<file path="config.mk">
export PLATFORM = sky130hd
export DESIGN_NAME = btpc_temp
export DESIGN_NICKNAME = d
export VERILOG_FILES = /design/src/rtl/btpc_pkg.sv /design/src/rtl/btpc_temp.sv
export SDC_FILE = /design/constraint.sdc
export NUM_CORES = 2
export LEC_CHECK = 0
export ABC_AREA = 1
export BUFFER_PORTS_ARGS = -buffer_cell sky130_fd_sc_hd__buf_2
export CAP_MARGIN = 10
export CORE_UTILIZATION = 49
export DETAILED_ROUTE_END_ITERATION = 10
export PLACE_DENSITY_LB_ADDON = 0.15
export SLEW_MARGIN = 20
export SYNTH_ARGS = -nofsm -noshare
export SYNTH_HDL_FRONTEND = slang
export SYNTH_SLANG_ARGS = --single-unit
</file>
<file path="constraint.sdc">
create_clock -name clk -period 7.1 [get_ports clk]
set_input_delay 1.065 -clock clk [delete_from_list [all_inputs] [get_ports clk]]
set_output_delay 1.065 -clock clk [all_outputs]
set_load 0.03 [all_outputs]
</file>
<file path="src/rtl/btpc_pkg.sv">
// Package for the barometric compensation pipeline: shared types, register
// indexes, calibration layout and the round-to-nearest helper.
// No dependencies.
package btpc_pkg;

    localparam int FRAC_BITS_DEF = 32;
    localparam int CFG_IDX_W     = 8;
    localparam int CFG_DATA_W    = 48;

    localparam logic [CFG_IDX_W-1:0] REG_TEMP_CALIB    = 8'd0;
    localparam logic [CFG_IDX_W-1:0] REG_PRESS_CALIB_A = 8'd1;
    localparam logic [CFG_IDX_W-1:0] REG_PRESS_CALIB_B = 8'd2;
    localparam logic [CFG_IDX_W-1:0] REG_PRESS_CALIB_C = 8'd3;

    typedef logic signed [63:0]  s64_t;
    typedef logic signed [127:0] s128_t;

    typedef struct packed {
        logic [15:0]       t1;
        logic [15:0]       t2;
        logic signed [7:0] t3;
    } btpc_tcal_t;

    typedef struct packed {
        logic              valid;
        logic              sat;
        s64_t              tq;
        logic [23:0]       rp;
        logic signed [15:0] tout;
    } btpc_temp_t;

    // round(v / 2^s), ties away from zero
    function automatic s128_t btpc_rnd(s128_t v, int s);
        s128_t h;
        s128_t adj;
        if (s <= 0)
        begin
            return v;
        end
        h   = s128_t'(1) <<< (s - 1);
        adj = (v < 0) ? s128_t'(1) : s128_t'(0);
        return (v + h - adj) >>> s;
    endfunction

endpackage

</file>
<file path="src/rtl/btpc_temp.sv">
// Temperature front end: linearised temperature over four register stages.
// Depends on btpc_pkg.
module btpc_temp
    import btpc_pkg::*;
#(
    parameter int FRAC_BITS = FRAC_BITS_DEF
)
(
    input  logic        clk,
    input  logic        rst_n,
    input  logic        in_valid,
    input  logic [23:0] raw_t,
    input  logic [23:0] raw_p,
    input  btpc_tcal_t  tcal,
    output btpc_temp_t  res
);

    localparam s64_t T_MIN = -(64'sd40 <<< 48);
    localparam s64_t T_MAX = 64'sd85 <<< 48;

    logic               valid_reg [1:4];
    logic [23:0]        rp_reg    [1:4];
    logic signed [25:0] d_reg;
    logic signed [42:0] a_reg;
    logic signed [51:0] dd_reg;
    s64_t               n_reg;
    s64_t               tq_reg;
    logic               sat_reg;
    logic signed [25:0] d_next;
    s64_t               nc_next;
    logic               sat_next;

    assign d_next = $signed({2'b00, raw_t}) - $signed({2'b00, tcal.t1, 8'h00});

    always_comb
    begin
        nc_next  = n_reg;
        sat_next = 1'b0;
        if (n_reg < T_MIN)
        begin
            nc_next  = T_MIN;
            sat_next = 1'b1;
        end
        else if (n_reg > T_MAX)
        begin
            nc_next  = T_MAX;
            sat_next = 1'b1;
        end
    end

    always_ff @(posedge clk or negedge rst_n)
    begin
        if (!rst_n)
        begin
            for (int k = 1; k <= 4; k++)
            begin
                valid_reg[k] <= 1'b0;
            end
        end
        else
        begin
            valid_reg[1] <= in_valid;
            for (int k = 2; k <= 4; k++)
            begin
                valid_reg[k] <= valid_reg[k-1];
            end
        end
    end

    always_ff @(posedge clk)
    begin
        rp_reg[1] <= raw_p;
        for (int k = 2; k <= 4; k++)
        begin
            rp_reg[k] <= rp_reg[k-1];
        end
        d_reg   <= d_next;
        a_reg   <= d_reg * $signed({1'b0, tcal.t2});
        dd_reg  <= d_reg * d_reg;
        n_reg   <= (s64_t'(a_reg) <<< 18) + s64_t'(dd_reg) * s64_t'(tcal.t3);
        tq_reg  <= s64_t'(btpc_rnd(s128_t'(nc_next), 48 - FRAC_BITS));
        sat_reg <= sat_next;
    end

    assign res.valid = valid_reg[4];
    assign res.sat   = sat_reg;
    assign res.tq    = tq_reg;
    assign res.rp    = rp_reg[4];
    assign res.tout  = 16'(btpc_rnd(s128_t'(tq_reg), FRAC_BITS - 8));

endmodule

</file>
==> results summary <==
The met2 track utilization from global routing is between 40 and 50%. TritonCTS built the clock tree. The transition at the pin with the smallest max-transition slack came out at 1.01 ns. Summing the areas of all and, or, nand and nor instances in the mapped netlist gives 14.2% of the synthesized area. The total congestion overflow is 0.

The count of cells along the worst register-to-register path is 23. The run finished with clean final reports. The layer flagged by global routing as most heavily used is met2. The maximum number of pins on one net before global-route repair is 51. The clock transition time at the flip-flop clock pins of the worst setup and hold paths came out at 0.06 ns. The class of the worst hold path is input pin to async pin.

Across every metal layer, demand over resource in global routing totals approximately a quarter. The worst path in the final design needs a cycle of 6.70 ns, including I/O delays and setup. The post-synthesis mux area share is 0%. The antenna cell count is 0.

The startpoint of the most critical register-to-register path is d_reg[24]$_DFF_P_. The count of buffers added on input and output ports is 196. The most critical setup path has its startpoint at d_reg[24]$_DFF_P_.

The number of max-slew violations in the final report came out at 0. Of the total synthesized cell area, the portion taken by full adders, half adders and majority gates is around half. The routed length per instance is 16.9 µm.

The routed via count divided by cell count came out at 4.94. The number of levels in the clock H-tree is 2. Summed over all layers, the routed wires come to between 150 and 200 mm. The Yosys warning count is 0. The hold buffer count at CTS is 0. The register-to-register setup slack is 0.40 ns.

In this run the count of I/O pins placed on the die edge is about 200. Final hold analysis gives a worst-case slack of 0.218 ns. The number of failing setup endpoints in the final timing report is 0. The summed instance area of the synthesized netlist is 65300 µm². The later-pin clock latency in the skew report came out at 0.64 ns. The largest fanout of any net on the critical path is 14. The net count reported at finish came out at approximately 10000. By area, the combinational part of the netlist is dominated by adder cells.

The critical path endpoint is dd_reg[48]$_DFF_P_. The count of endpoints failing hold in the final timing report came to 0. Yosys mapped a number of flops with a built-in enable equal to 0.

The number of max-cap violations is 0. The die span in y is 367 µm. The overall die width came out at 367 µm. The initial antenna violation count came out at 2.

The length of the first detailed-routing pass in iterations came out at 5. The fraction of the mapped netlist area in compound gates is roughly 6.3%. The tree is rooted in a sky130_fd_sc_hd__clkbuf_16.

The congestion estimate from routability-driven global placement came to roughly 0.96. Setup repair after global routing left no endpoint under its margin. The count of state elements after synthesis came out at 328. The fraction of layout cells with a size suffix above 1 came out at 6.77%.

The number of buffers inserted during clock tree synthesis came out at 41. The wire length of the first global-routing pass is around 280 mm. The die area is about 130000 µm². The clock passes through at most 3 buffers. The average cell area after synthesis came out at roughly 8 µm². Ranked by total cell area, the synthesized netlist is headed by sky130_fd_sc_hd__fa_1, sky130_fd_sc_hd__inv_1, sky130_fd_sc_hd__dfxtp_1. The detail route stage leaves a number of antenna-violating nets equal to 0. In this run the critical register-to-register path is captured at dd_reg[48]$_DFF_P_. The data required time of the critical path is 7.60 ns.

The remaining max-slew budget at the tightest pin is roughly 32%. The worst setup path is launched from a flop. The area inside the core boundary came out at between 100000 and 150000 µm².

The register area share after synthesis came out at 10.1%. The initial DRC count came out at 2810. For this run, asynchronously set or reset flops after synthesis account for 1.22%. For this run, global-route usage on met1 was measured as between 30% and 40%.

Global routing consumed, on the met3 layer, under 10% of the routing resources. The number of global-route vias before repair came to 54100. Based on the critical path, the design can be clocked at up to 0.149 GHz. The via count is 49800. The number of flip-flops in the largest register is 96. The largest area contributor in the synthesized netlist is sky130_fd_sc_hd__fa_1. Of the total synthesized cell area, the portion taken by XOR and XNOR cells is 3.02%. The number of post-CTS setup repair buffers is 0. The share of synthesized area in the top cell type comes to 41.5%. The top flip-flop cell by instance count after synthesis is sky130_fd_sc_hd__dfxtp_1. The synthesized instance count is 8186.

The endpoint class of the critical path is a flop. The post-detailed-placement half-perimeter wirelength came out at 149 mm. The total nets after synthesis is slightly above 10000.

At the worst endpoint, the arrival time is 7.20 ns. The initial core utilization is 49.6%. Between clock sinks in the finished design, the worst skew comes to 0.0273 ns. The total DRC errors in the routed layout came out at 0. The sink count of the clock tree is 328. The number of distinct library cells after synthesis is 55.

The final critical-path share of the clock period came out at 94.4%. The relative area change from synthesis to final layout is 7.20%. The number of core rows is roughly 130. By startpoint and endpoint, the worst setup path is classified as flop to flop.
what timing repair did:
| item | CTS | global route |
|---|---|---|
| pin swaps | 0 | 0 |
| gates resized for setup | 1 | 21 |
| gates cloned | 0 | 0 |
| endpoints found under the setup margin | 2 | 16 |
| endpoints found under the hold margin | 0 | 0 |
cell type report:
cell class,instances,area (µm²)
fill,12900,61800
multi-input combinational,5086,48200
inverter,2461,9240
sequential,328,6640
timing repair buffer,361,2300
tap,1755,2200
clock buffer,48,1080
clock inverter,27,365
worst max-delay path: stages (launching register included):
cell,delay (ns)
sky130_fd_sc_hd__dfxtp_4,0.48
sky130_fd_sc_hd__buf_4,0.23
sky130_fd_sc_hd__nand2_1,0.12
sky130_fd_sc_hd__inv_1,0.15
sky130_fd_sc_hd__fa_1,0.40
sky130_fd_sc_hd__inv_1,0.24
sky130_fd_sc_hd__fa_1,0.49
sky130_fd_sc_hd__fa_1,0.52
sky130_fd_sc_hd__inv_1,0.05
sky130_fd_sc_hd__fa_1,0.48
sky130_fd_sc_hd__fa_1,0.57
sky130_fd_sc_hd__fa_1,0.43
sky130_fd_sc_hd__fa_1,0.46
sky130_fd_sc_hd__ha_1,0.44
sky130_fd_sc_hd__nand2_1,0.13
sky130_fd_sc_hd__nor2_1,0.10
sky130_fd_sc_hd__inv_1,0.07
sky130_fd_sc_hd__nor4_1,0.35
sky130_fd_sc_hd__nand3_1,0.11
sky130_fd_sc_hd__nand3_1,0.19
sky130_fd_sc_hd__nand2_1,0.09
sky130_fd_sc_hd__o211ai_1,0.16
sky130_fd_sc_hd__a21oi_1,0.13
sky130_fd_sc_hd__xor2_1,0.16
kinds of logic after synthesis:
kind of cell | after synthesis
other | 2
adders and majority gates | 1806
DFF | 328
AOI/OAI and AO/OA | 725
xor gates and xnor gates | 225
buffers and inverters | 2772
and+or+nand+nor | 2328
cells in the final DEF (no fill, tap or decap), types with 13 or more instances in the layout:
cell type                   instances
sky130_fd_sc_hd__o21bai_1          16
sky130_fd_sc_hd__o21ai_2           13
sky130_fd_sc_hd__clkbuf_16         41
sky130_fd_sc_hd__a21o_1            21
sky130_fd_sc_hd__a21oi_1          351
sky130_fd_sc_hd__o211ai_1          13
sky130_fd_sc_hd__nand4_1           26
sky130_fd_sc_hd__o21a_1            34
sky130_fd_sc_hd__nor3_1            41
sky130_fd_sc_hd__inv_1           2460
sky130_fd_sc_hd__a31oi_1           50
sky130_fd_sc_hd__buf_2            196
sky130_fd_sc_hd__ha_1             450
sky130_fd_sc_hd__nor4_1            15
sky130_fd_sc_hd__xor2_1           142
sky130_fd_sc_hd__nand3_1           88
sky130_fd_sc_hd__dfxtp_2           16
sky130_fd_sc_hd__o21ai_0          162
sky130_fd_sc_hd__xnor2_1           82
sky130_fd_sc_hd__or2_2             54
sky130_fd_sc_hd__dfxtp_1          299
sky130_fd_sc_hd__nand2_1         1654
sky130_fd_sc_hd__nor2_1           416
sky130_fd_sc_hd__fa_1            1355
sky130_fd_sc_hd__buf_4            155
synthesized netlist by cell type (all sizes together) (5+ instances only):
cell type,count
inv,2460
nand2,1667
fa,1356
ha,450
nor2,422
a21oi,361
dfxtp,324
clkbuf,261
o21ai,181
xor2,143
nand3,92
xnor2,82
or2,55
a31oi,50
buf,50
nor3,42
o21a,34
nand4,27
a21o,21
o21bai,16
a21boi,15
nor4,15
o211ai,13
o221ai,10
a221oi,8
and3,5
o31ai,5
per-stage QoR:
| stage | worst slack [ns] | utilization [%] | TNS (ns) | area (µm²) | std cells |
|---|---|---|---|---|---|
| final | 0.401 | 53.1 | 0 | 70000 | 10100 |
| after global routing | 0.00491 | 53.1 | 0 | 70000 | 10100 |
| after CTS | 0.0199 | 53.1 | 0 | 70000 | 10100 |
| after detailed placement | -0.352 | 52.0 | -0.963 | 68500 | 9991 |
| after global placement | -0.279 | 52.0 | -0.753 | 68500 | 9991 |
| after floorplan | 0.511 | - | 0 | 65300 | 8186 |
worst min path at each step:
| stage | end | slack (ns) | depth (start not counted) |
|---|---|---|---|
| after detailed placement | rp_reg[0][114]$_DFF_P_ | 0.31 | 0 |
| after global placement | rp_reg[0][91]$_DFF_P_ | 0.31 | 0 |
| final | valid_reg[1]$_DFF_PN0_ | 0.22 | 1 |
| after CTS | valid_reg[2]$_DFF_PN0_ | 0.16 | 1 |
| after floorplan | rp_reg[0][100]$_DFF_P_ | 0.31 | 0 |
| after global routing | res[105]$_DFF_PN0_ | 0.19 | 1 |
per-layer routing:
layer / part of all wire, % / routed length, µm / vias to the layer above
met1: 44 / 74100 / 24700
met2: 49 / 83400 / 1179
li1: - / - / 23700
met3: 4.7 / 8010 / 226
met4: 2.6 / 4420 / 0
met5: 0 / 0 / -
Power is left out: the tool's default activity adds up to more than one toggle a clock period on the data nets, which glitch-free logic cannot reach.
